==> config.mk <==
export PLATFORM = sky130hd
export DESIGN_NAME = rmq_sqrt
export DESIGN_NICKNAME = d
export VERILOG_FILES = /design/src/design/rmq_sqrt.sv
export SDC_FILE = /design/constraint.sdc
export NUM_CORES = 1
export LEC_CHECK = 0
export BUFFER_PORTS_ARGS = -buffer_cell sky130_fd_sc_hd__buf_2
export CORE_UTILIZATION = 30
export DETAILED_ROUTE_END_ITERATION = 12
export SLEW_MARGIN = 20
export SYNTH_ARGS = -nofsm -noshare
export SYNTH_HDL_FRONTEND = slang
export SYNTH_SLANG_ARGS = --single-unit
==> constraint.sdc <==
create_clock -name clock -period 3.1 [get_ports clock]
set_input_delay 0.62 -clock clock [delete_from_list [all_inputs] [get_ports clock]]
set_output_delay 0.62 -clock clock [all_outputs]
set_load 0.005 [all_outputs]
==> src/design/rmq_sqrt.sv <==
// ----------------------------------------------------------------------------
// rmq_sqrt
// pipelined integer square root, one result bit per stage
// ----------------------------------------------------------------------------
`default_nettype none
module rmq_sqrt #(
   parameter int IN_W = 32,
   parameter int TAG_W = 8
) (
   input  wire logic                clock,
   input  wire logic                reset,
   input  wire logic                in_valid,
   input  wire logic [IN_W-1:0]     in_rad,
   input  wire logic [TAG_W-1:0]    in_tag,
   output logic                     out_valid,
   output logic [IN_W/2-1:0]        out_root,
   output logic [TAG_W-1:0]         out_tag
);
   localparam int STEPS = IN_W / 2;
   localparam int RW = IN_W / 2 + 2;

   logic [STEPS:0]            vld_ff;
   logic [IN_W-1:0]           rem_ff [STEPS+1];
   logic [STEPS-1:0]          res_ff [STEPS+1];
   logic [IN_W-1:0]           num_ff [STEPS+1];
   logic [TAG_W-1:0]          tag_ff [STEPS+1];

   // valid bits travel with the data
   always_ff @(posedge clock) begin
      if (reset) vld_ff <= '0;
      else vld_ff <= {vld_ff[STEPS-1:0], in_valid};
   end

   // stage zero captures the operand
   always_ff @(posedge clock) begin
      rem_ff[0] <= '0;
      res_ff[0] <= '0;
      num_ff[0] <= in_rad;
      tag_ff[0] <= in_tag;
   end

   // restoring root, two radicand bits per stage
   for (genvar g = 0; g < STEPS; g++) begin : g_step
      logic [RW-1:0] rem_in;
      logic [RW-1:0] trial;
      always_comb begin
         rem_in = {rem_ff[g][RW-3:0], num_ff[g][IN_W-1 -: 2]};
         trial  = {res_ff[g], 2'b01};
      end
      always_ff @(posedge clock) begin
         num_ff[g+1] <= num_ff[g] << 2;
         tag_ff[g+1] <= tag_ff[g];
         if (rem_in >= trial) begin
            rem_ff[g+1] <= IN_W'(rem_in - trial);
            res_ff[g+1] <= {res_ff[g][STEPS-2:0], 1'b1};
         end else begin
            rem_ff[g+1] <= IN_W'(rem_in);
            res_ff[g+1] <= {res_ff[g][STEPS-2:0], 1'b0};
         end
      end
   end

   assign out_valid = vld_ff[STEPS];
   assign out_root  = res_ff[STEPS];
   assign out_tag   = tag_ff[STEPS];
endmodule
`default_nettype wire

==> flow_summary.ini, run 1 <==
[run_status]
status = finished clean

[drt]
vias = 15600
drt_iter0_drc = 516
vias_per_cell = 4.30
antenna_left = 0
drc = 0
routed_wl_um = 42400
first_pass_iters = 5
wl_per_cell_um = 11.7

[floorplanning]
num_io_pins = 68
rows = 107
die-height_um = 296
core_mm2 = 0.0853
die-area_mm2 = 0.0874
die_w_um = 296
start_util_pct = 30.3

[layout]
areaGrowthSynthToFinish_pct = 18.1
n_antenna_cell = 0
drive_gt1_share_pct = 12.7
nFillCells = 8473
final_cell_area_mm2 = 0.0305
nets = 2615

[sta]
fin_crit_sh_pct = 89.8
worst-slew-pin-transition_ps = 796
setup_viol = 0
fin_skew_ps = 35.9
slew_headroom_pct = 46.8
rsz0062_at_grt = false
setup-tns-final_ps = 0
hold_violations = 0
period_minus_slack_ps = 2780
fmax_mhz = 359
slew_violations = 0

[cts]
cts_resized = 0
postCtsSetupBuffers = 0
root_buffer = clkbuf_16
cts_hold_buf = 0
cts_tree = built
path_clk_slew_ps = 60
htree_levels = 3
cts_inserted_buffers = 82
insertion_delay_ps = 640
clkSinkCount = 785
clockBufferDepth = 3

[global_routing]
antenna_found_initial = 0
gr-total-overflow = 0
grt_usage_pct = 9.83
grt_pass1_wl_um = 70200
grt_pass1_vias = 15100
grt_max_degree = 26

[logic_synthesis]
synth_enable_flop_cells = 0
yosysWarnings = 0
seq_area_frac_synth_pct = 60.8
yosysUniqueCellTypes = 83
syn_area_per_cell_um2 = 11.4
syn-num-nets = 2473
synth_common_cells = 785 x dfxtp_1, 194 x inv_1, 152 x ha_1
yosysMostFrequentCell = dfxtp_1
synth_top_cell_area_share_pct = 60.8
synth_area_leaders = dfxtp_1 61%, ha_1 7.4%, xnor2_1 2.9%
ys.flop_type = dfxtp_1
netlist_area_mm2 = 0.0259
syn_inst = 2278
synth.ff_latch_count = 785
synth_top_cell_by_area = dfxtp_1
async_flop_share_pct = 0

[placement]
hpwlAfterDp_um = 30500
gp_congestion = 0.875
io_buffers = 67
place_area_mm2 = 0.0276

[critical_path]
slowest_stage = a2111o_1
worstPathMaxFanout = 13
worst-setup-path-type = reg -> reg
worstPathArrival_ps = 3310
slowest_delay_ps = 680
path_cells = inv_1, ha_1, or3_1, o22ai_2, a21oi_2, a31o_4, a2111o_1, mux2_4
cp-start-kind = flop
end_kind = flop
critPathRequiredTime_ps = 3620

[min_path]
hp-class = in -> reg

[pwr]
peakVddDrop_uv = 548
power.leakage_nw = 14.0
powerDensity_mw_per_mm2 = 917

[run]
cap_violations = 0
[cells in the final DEF (no fill, tap or decap), types with 12 or more instances in the layout]
cell type,n
a211oi_1,19
a21o_1,35
a21oi_1,101
and2_1,12
buf_2,67
buf_4,22
clkbuf_1,12
clkbuf_16,84
clkbuf_8,14
clkinv_2,13
dfxtp_1,785
ha_1,152
inv_1,194
mux2_2,50
mux2i_1,16
nand2_1,83
nand2b_1,15
nand3_1,45
nand4_1,15
nor2_1,132
nor2b_1,36
nor3_1,40
nor4_1,23
o21a_1,38
o21ai_0,85
o31ai_1,17
or3_1,24
or4_1,18
xnor2_1,85
xor2_1,54
[routing by layer]
metal / wire [um] / GRT usage [%]
met1: 17600 / 10.2
met2: 20900 / 17.7
met3: 1960 / 2.65
met4: 1990 / 5.95
met5: 0 / 0
[final timing paths]
check / startpoint / endpoint / slack [ps] / cells past startpoint
max: res_ff[10][2] / rem_ff[11][9] / 320 / 8
min: in_tag[2] / tag_ff[0][2] / 90 / 1
max reg2reg: res_ff[10][2] / rem_ff[11][9] / 320 / 8
min reg2reg: tag_ff[1][34] / tag_ff[1][42] / 320 / 0
[stage by stage]
step	setup WS (ps)	total power [mW]	hold WS, ps	util, %	cells
after floorplan	544	16.8	310	-	2278
final	315	28.0	90.6	35.8	3625
after global routing	29.3	29.7	26.9	35.8	3625
after detailed placement	295	18.0	312	32.4	3480
after CTS	277	28.5	21.2	35.8	3625
after global placement	333	18.0	310	32.4	3480
[logic make-up (layout without fill, tap and decap cells)]
family / Yosys count / count (layout) / share of synthesized area [%]
xor gates and xnor gates: 140 / 140 / 4.77
DFF: 785 / 785 / 60.8
other: 1 / 1 / 0.0145
buffers and inverters: 227 / 430 / 3.50
muxes: 74 / 74 / 3.26
AOI/OAI and AO/OA: 410 / 410 / 10.6
adders and majority gates: 152 / 152 / 7.36
and+or+nand+nor: 489 / 489 / 9.72
[cell type report]
class	instances	area [um2]	share of cell area, %
flip-flops and latches	785	15700	51.5
multi-input cells	1266	9240	30.2
clock inverters	35	559	1.83
clock buffers	110	2340	7.66
inverters	195	732	2.40
repair buffers	90	520	1.70
well taps	1144	1430	4.69
[worst max-delay path, delay by kind of cell (launching register included)]
family          cells  cell delay, ps
compound gates      4            1290
simple gates        1             400
fa+ha+maj           1             230
mux                 1             390
buf+inv             1              40
flops               1             320
[registers in the layout (all words and copies together) (netlist names)]
signal / cells
num_ff: 272
rem_ff: 224
res_ff: 136
tag_ff: 136
vld_ff: 17
[power breakdown]
group	switching, mW	total, mW	internal, mW
sequential	0.875	12.6	11.7
combinational	2.69	5.28	2.59
clock	3.93	10.2	6.25
total	7.49	28.0	20.5
(Power assumes the default switching activity.)
==> run 2: changes to the inputs <==
CORE_ASPECT_RATIO = 1.2   (was not set)
CTS_CLUSTER_DIAMETER = 30   (was not set)
==> run 2 against run 1 <==
Clock power grew 52%. Global-route usage increased by 0.72 points. Routed wire length increased by 6.3%. Cell area up 8.1%. Sequential share of layout area down 3.8 points. Core utilization grew 3.0 points. Clock skew fell by 3.7 ps. Count of clock-buffer cells in the layout rose by 58. Die area about the same. Setup slack better by 55 ps. Fmax increased by 2.0%. Flip-flop and latch count unchanged. Highest routed layer unchanged.
==> flow_summary.ini, run 2 (synthesis results as in run 1) <==
[critical_path]
slowest_delay_ps = 470
worstPathMaxFanout = 15
crit_family = compound AO/OA/AOI/OAI gates
path_cells = inv_1, ha_1, a2111o_1, nor4_1, nand2_1, o31ai_2, buf_4, mux2_2
critPathRequiredTime_ps = 3670
cp-start-kind = flop
path_buf_inv = 2
slowest_stage = a2111o_1
worst-setup-path-type = reg -> reg
end_kind = flop
worstPathArrival_ps = 3300

[sta]
slew_violations = 0
hold_violations = 0
setup-tns-final_ps = 0
slew_headroom_pct = 56.5
fin_crit_sh_pct = 88.1
rsz0062_at_grt = false
fmax_mhz = 366
worst-slew-pin-transition_ps = 648
fin_skew_ps = 32.1
period_minus_slack_ps = 2730
setup_viol = 0

[floorplanning]
die-area_mm2 = 0.0874
die-height_um = 324
die_w_um = 270
num_io_pins = 68
start_util_pct = 30.4
rows = 117
core_mm2 = 0.0851

[drt]
first_pass_iters = 5
antenna_left = 0
drc = 0
vias = 16300
drt_iter0_drc = 509
wl_per_cell_um = 12.0
vias_per_cell = 4.32
routed_wl_um = 45100

[min_path]
hp-class = in -> reg

[pwr]
power.total_mw = 33.5
power.leakage_nw = 15.1
peakVddDrop_uv = 685
powerDensity_mw_per_mm2 = 1010

[layout]
areaGrowthSynthToFinish_pct = 27.6
nets = 2712
largest_reg_flops = 272
nFillCells = 8192
multiInputGateArea_mm2 = 0.00924
top_register = num_ff
final_cell_mix = 785 x dfxtp_1, 194 x inv_1, 152 x ha_1
fin_cells = 3761
drive_gt1_share_pct = 16.5
final-seq-area_mm2 = 0.0157
final_common_cell = dfxtp_1
final_cell_area_mm2 = 0.0330
top_regs = num_ff: 272 flops, rem_ff: 224 flops
n_antenna_cell = 0

[global_routing]
grt_usage_pct = 10.6
grt_max_degree = 27
antenna_found_initial = 0
grt_pass1_vias = 16700
gr-total-overflow = 0
grt_pass1_wl_um = 75000

[cts]
clkSinkCount = 785
root_buffer = clkbuf_16
insertion_delay_ps = 700
htree_levels = 4
cts_inserted_buffers = 140
clockBufferDepth = 3
postCtsSetupBuffers = 0
cts_tree = built
path_clk_slew_ps = 50

[placement]
placed_cells = 3467
place_area_mm2 = 0.0276
hpwlAfterDp_um = 32000
gp_congestion = 0.880
io_buffers = 67

[run_status]
status = finished clean

[run]
cap_violations = 0
[run 2: cell types whose count changed in the layout (fill, tap and decap cells not counted), sizes merged]
cell         previous run  this run
clkbuf                110       168
buf                    90        91
dlygate4sd3             0        38
clkinv                 21        39
clkinvlp                3        16
inv                   195       211
bufinv                 11        17
[run 2: area by class of cell]
type / instances / area share [%]
clock buffer: 168 / 11.7
multi-input combinational: 1266 / 28.0
tap: 1130 / 4.29
timing repair buffer: 129 / 2.72
sequential: 785 / 47.6
inverter: 195 / 2.22
clock inverter: 88 / 3.48
[run 2: final timing paths]
check                      start       endpoint  slack (ps)  cells past startpoint
setup reg to reg  res_ff[11][10]  rem_ff[12][5]         370                      8
hold reg to reg    num_ff[0][45]  num_ff[0][79]         310                      0
setup / recovery  res_ff[11][10]  rem_ff[12][5]         370                      8
hold / removal        in_rad[13]  num_ff[0][13]          70                      1
[run 2: metrics by stage]
stage,utilization [%],hold WS (ps),setup slack (ps)
4_1_cts,38.8,3.11,398
3_3_place_gp,32.5,310,446
6_report,38.8,69.5,370
3_5_place_dp,32.5,312,411
5_1_grt,38.8,14.1,172
2_1_floorplan,-,310,544
[run 2: report_power, final]
part | leakage (nW) | internal (mW) | switching (mW)
Sequential | 6.58 | 11.7 | 0.888
Combinational | 6.13 | 2.62 | 2.72
Clock | 2.41 | 10.4 | 5.16
Total | 15.1 | 24.7 | 8.77
[run 2: timing repair]
item	CTS	global route
hold buffers	38	0
hold endpoints to repair	38	0
resized for setup	0	0
setup endpoints to repair	0	0
[run 2: per-layer routing]
metal / vias to the layer above / share of wire [%] / track usage [%]
li1: 8340 / - / -
met1: 7449 / 37 / 9.06
met2: 312 / 54 / 20.6
met4: 0 / 5.0 / 7.31
met5: - / 0 / 0
met3: 158 / 4.4 / 3.23
[run 2: worst register-to-register path, delay by kind of cell, from the launching register on]
family,cells,cell delay (ps)
simple gates,2,530
mux,1,350
compound gates,2,760
flops,1,320
fa+ha+maj,1,370
buf+inv,2,290
==> run 3: changes to the inputs <==
clock period = 2.4 ns   (was 3.1 ns; I/O delays follow)
==> run 3 against run 2 <==
Global-route usage grew 0.54 points. Routed wire length up 6.4%. Total power increased by 35%. Cell count grew 5.7%. Sequential share of layout area is 3.0 points lower. Via count is 5.5% higher. First-iteration DRC count fell by 2.9%. Critical path type unchanged. Critical endpoint is now rem_ff[11][8]. Largest power group unchanged. Highest routed layer unchanged.
==> flow_summary.ini, run 3 (synthesis results as in run 1) <==
[layout]
areaGrowthSynthToFinish_pct = 36.3
top_register = num_ff
final-seq-area_mm2 = 0.0157
nFillCells = 7966
final_cell_mix = 775 x dfxtp_1, 203 x buf_4, 188 x inv_1
n_antenna_cell = 0
multiInputGateArea_mm2 = 0.00971
drive_gt1_share_pct = 25.4
nets = 2918
fin_cells = 3977
final_common_cell = dfxtp_1
final_cell_area_mm2 = 0.0353
largest_reg_flops = 272
top_regs = num_ff: 272 flops, rem_ff: 224 flops

[sta]
fin_crit_sh_pct = 99.5
slew_headroom_pct = 40.0
fmax_mhz = 419
rsz0062_at_grt = true
setup_viol = 0
period_minus_slack_ps = 2390
holdWs_ps = 132
fin_skew_ps = 45.9
slew_violations = 0
hold_violations = 0
worst-slew-pin-transition_ps = 878

[critical_path]
r2r_setup_slack_ps = 10
worst-setup-path-type = reg -> reg
cp-start-kind = flop
worstPathArrival_ps = 2950
end_kind = flop
critPathRequiredTime_ps = 2960
worstPathMaxFanout = 13

[floorplanning]
start_util_pct = 30.4
die-area_mm2 = 0.0874
rows = 117
die_w_um = 270
num_io_pins = 68
core_mm2 = 0.0851
die-height_um = 324

[placement]
hpwlAfterDp_um = 34000
place_area_mm2 = 0.0290
io_buffers = 67
gp_congestion = 0.859
placed_cells = 3646

[cts]
clkSinkCount = 785
root_buffer = clkbuf_16
cts_tree = built
cts_inserted_buffers = 148
clockBufferDepth = 3
insertion_delay_ps = 700
htree_levels = 4
path_clk_slew_ps = 50

[drt]
antenna_left = 0
routed_wl_um = 48000
vias = 17100
drt_iter0_drc = 494
first_pass_iters = 5
wl_per_cell_um = 12.1
vias_per_cell = 4.31
drc = 0

[global_routing]
grt_pass1_vias = 17700
grt_max_degree = 20
antenna_found_initial = 0
grt_pass1_wl_um = 79100
grt_usage_pct = 11.1
gr-total-overflow = 0

[pwr]
powerDensity_mw_per_mm2 = 1280
peakVddDrop_uv = 684
power.leakage_nw = 16.3

[run_status]
status = finished clean

[run]
cap_violations = 0

[min_path]
hp-class = in -> reg
-- run 3: cell types whose count changed in the layout (fill, tap and decap cells not counted), sizes merged --
cell         delta
buf           +193
clkbuf         +20
bufinv          -8
clkinv          +6
dlygate4sd3     +3
inv             +1
o31ai           +1
-- run 3: final timing paths --
check	startpoint	endpoint	depth (start not counted)
hold / removal	reset	vld_ff[10]	2
hold reg to reg	num_ff[0][115]	num_ff[0][149]	0
setup / recovery	res_ff[10][2]	rem_ff[11][8]	9
setup reg to reg	res_ff[10][2]	rem_ff[11][8]	9
-- run 3: critical path, cell delays in order (launching register included) --
cell      delay [ps]
dfxtp_2          330
inv_2             40
ha_4             150
or3_4            370
o22ai_4          190
a21oi_2          100
a31o_4           220
a2111o_1         400
buf_12           170
mux2_4           290
-- run 3: cell type report --
type,count,share of cell area [%]
sequential,785,44.6
inverter,195,2.08
multi-input combinational,1267,27.6
clock inverter,87,2.93
tap,1130,4.01
clock buffer,187,11.7
timing repair buffer,326,7.11
-- run 3: power breakdown --
part	total, mW	internal [mW]	switching [mW]
sequential	16.2	15.1	1.13
combinational	8.49	4.47	4.02
clock	20.3	13.3	7.00
total	45.1	32.9	12.2
-- run 3: per-layer routing --
metal / part of all wire [%] / GRT usage [%] / vias to the layer above
met1: 36 / 9.67 / 7887
met2: 54 / 21.5 / 330
li1: - / - / 8765
met5: 0 / 0 / -
met4: 5.4 / 7.83 / 0
met3: 4.2 / 3.32 / 164
-- run 3: repair_timing --
item,CTS,global route
hold buffers,41,0
pin swaps,6,23
endpoints found under the setup margin,73,116
setup buffers,7,6
endpoints found under the hold margin,41,0
resized for setup,20,96
gates cloned,1,2
-- run 3: metrics by stage --
| stage | setup slack, ps | power [mW] | utilization, % | TNS, ps |
|---|---|---|---|---|
| after global placement | -233 | 24.3 | 34.1 | -4000 |
| after global routing | -51.4 | 47.5 | 41.4 | -721 |
| final | 12.6 | 45.1 | 41.4 | 0 |
| after CTS | 2.05 | 45.4 | 40.9 | 0 |
| after floorplan | -62.5 | 21.7 | - | -313 |
| after detailed placement | -257 | 24.4 | 34.1 | -5570 |
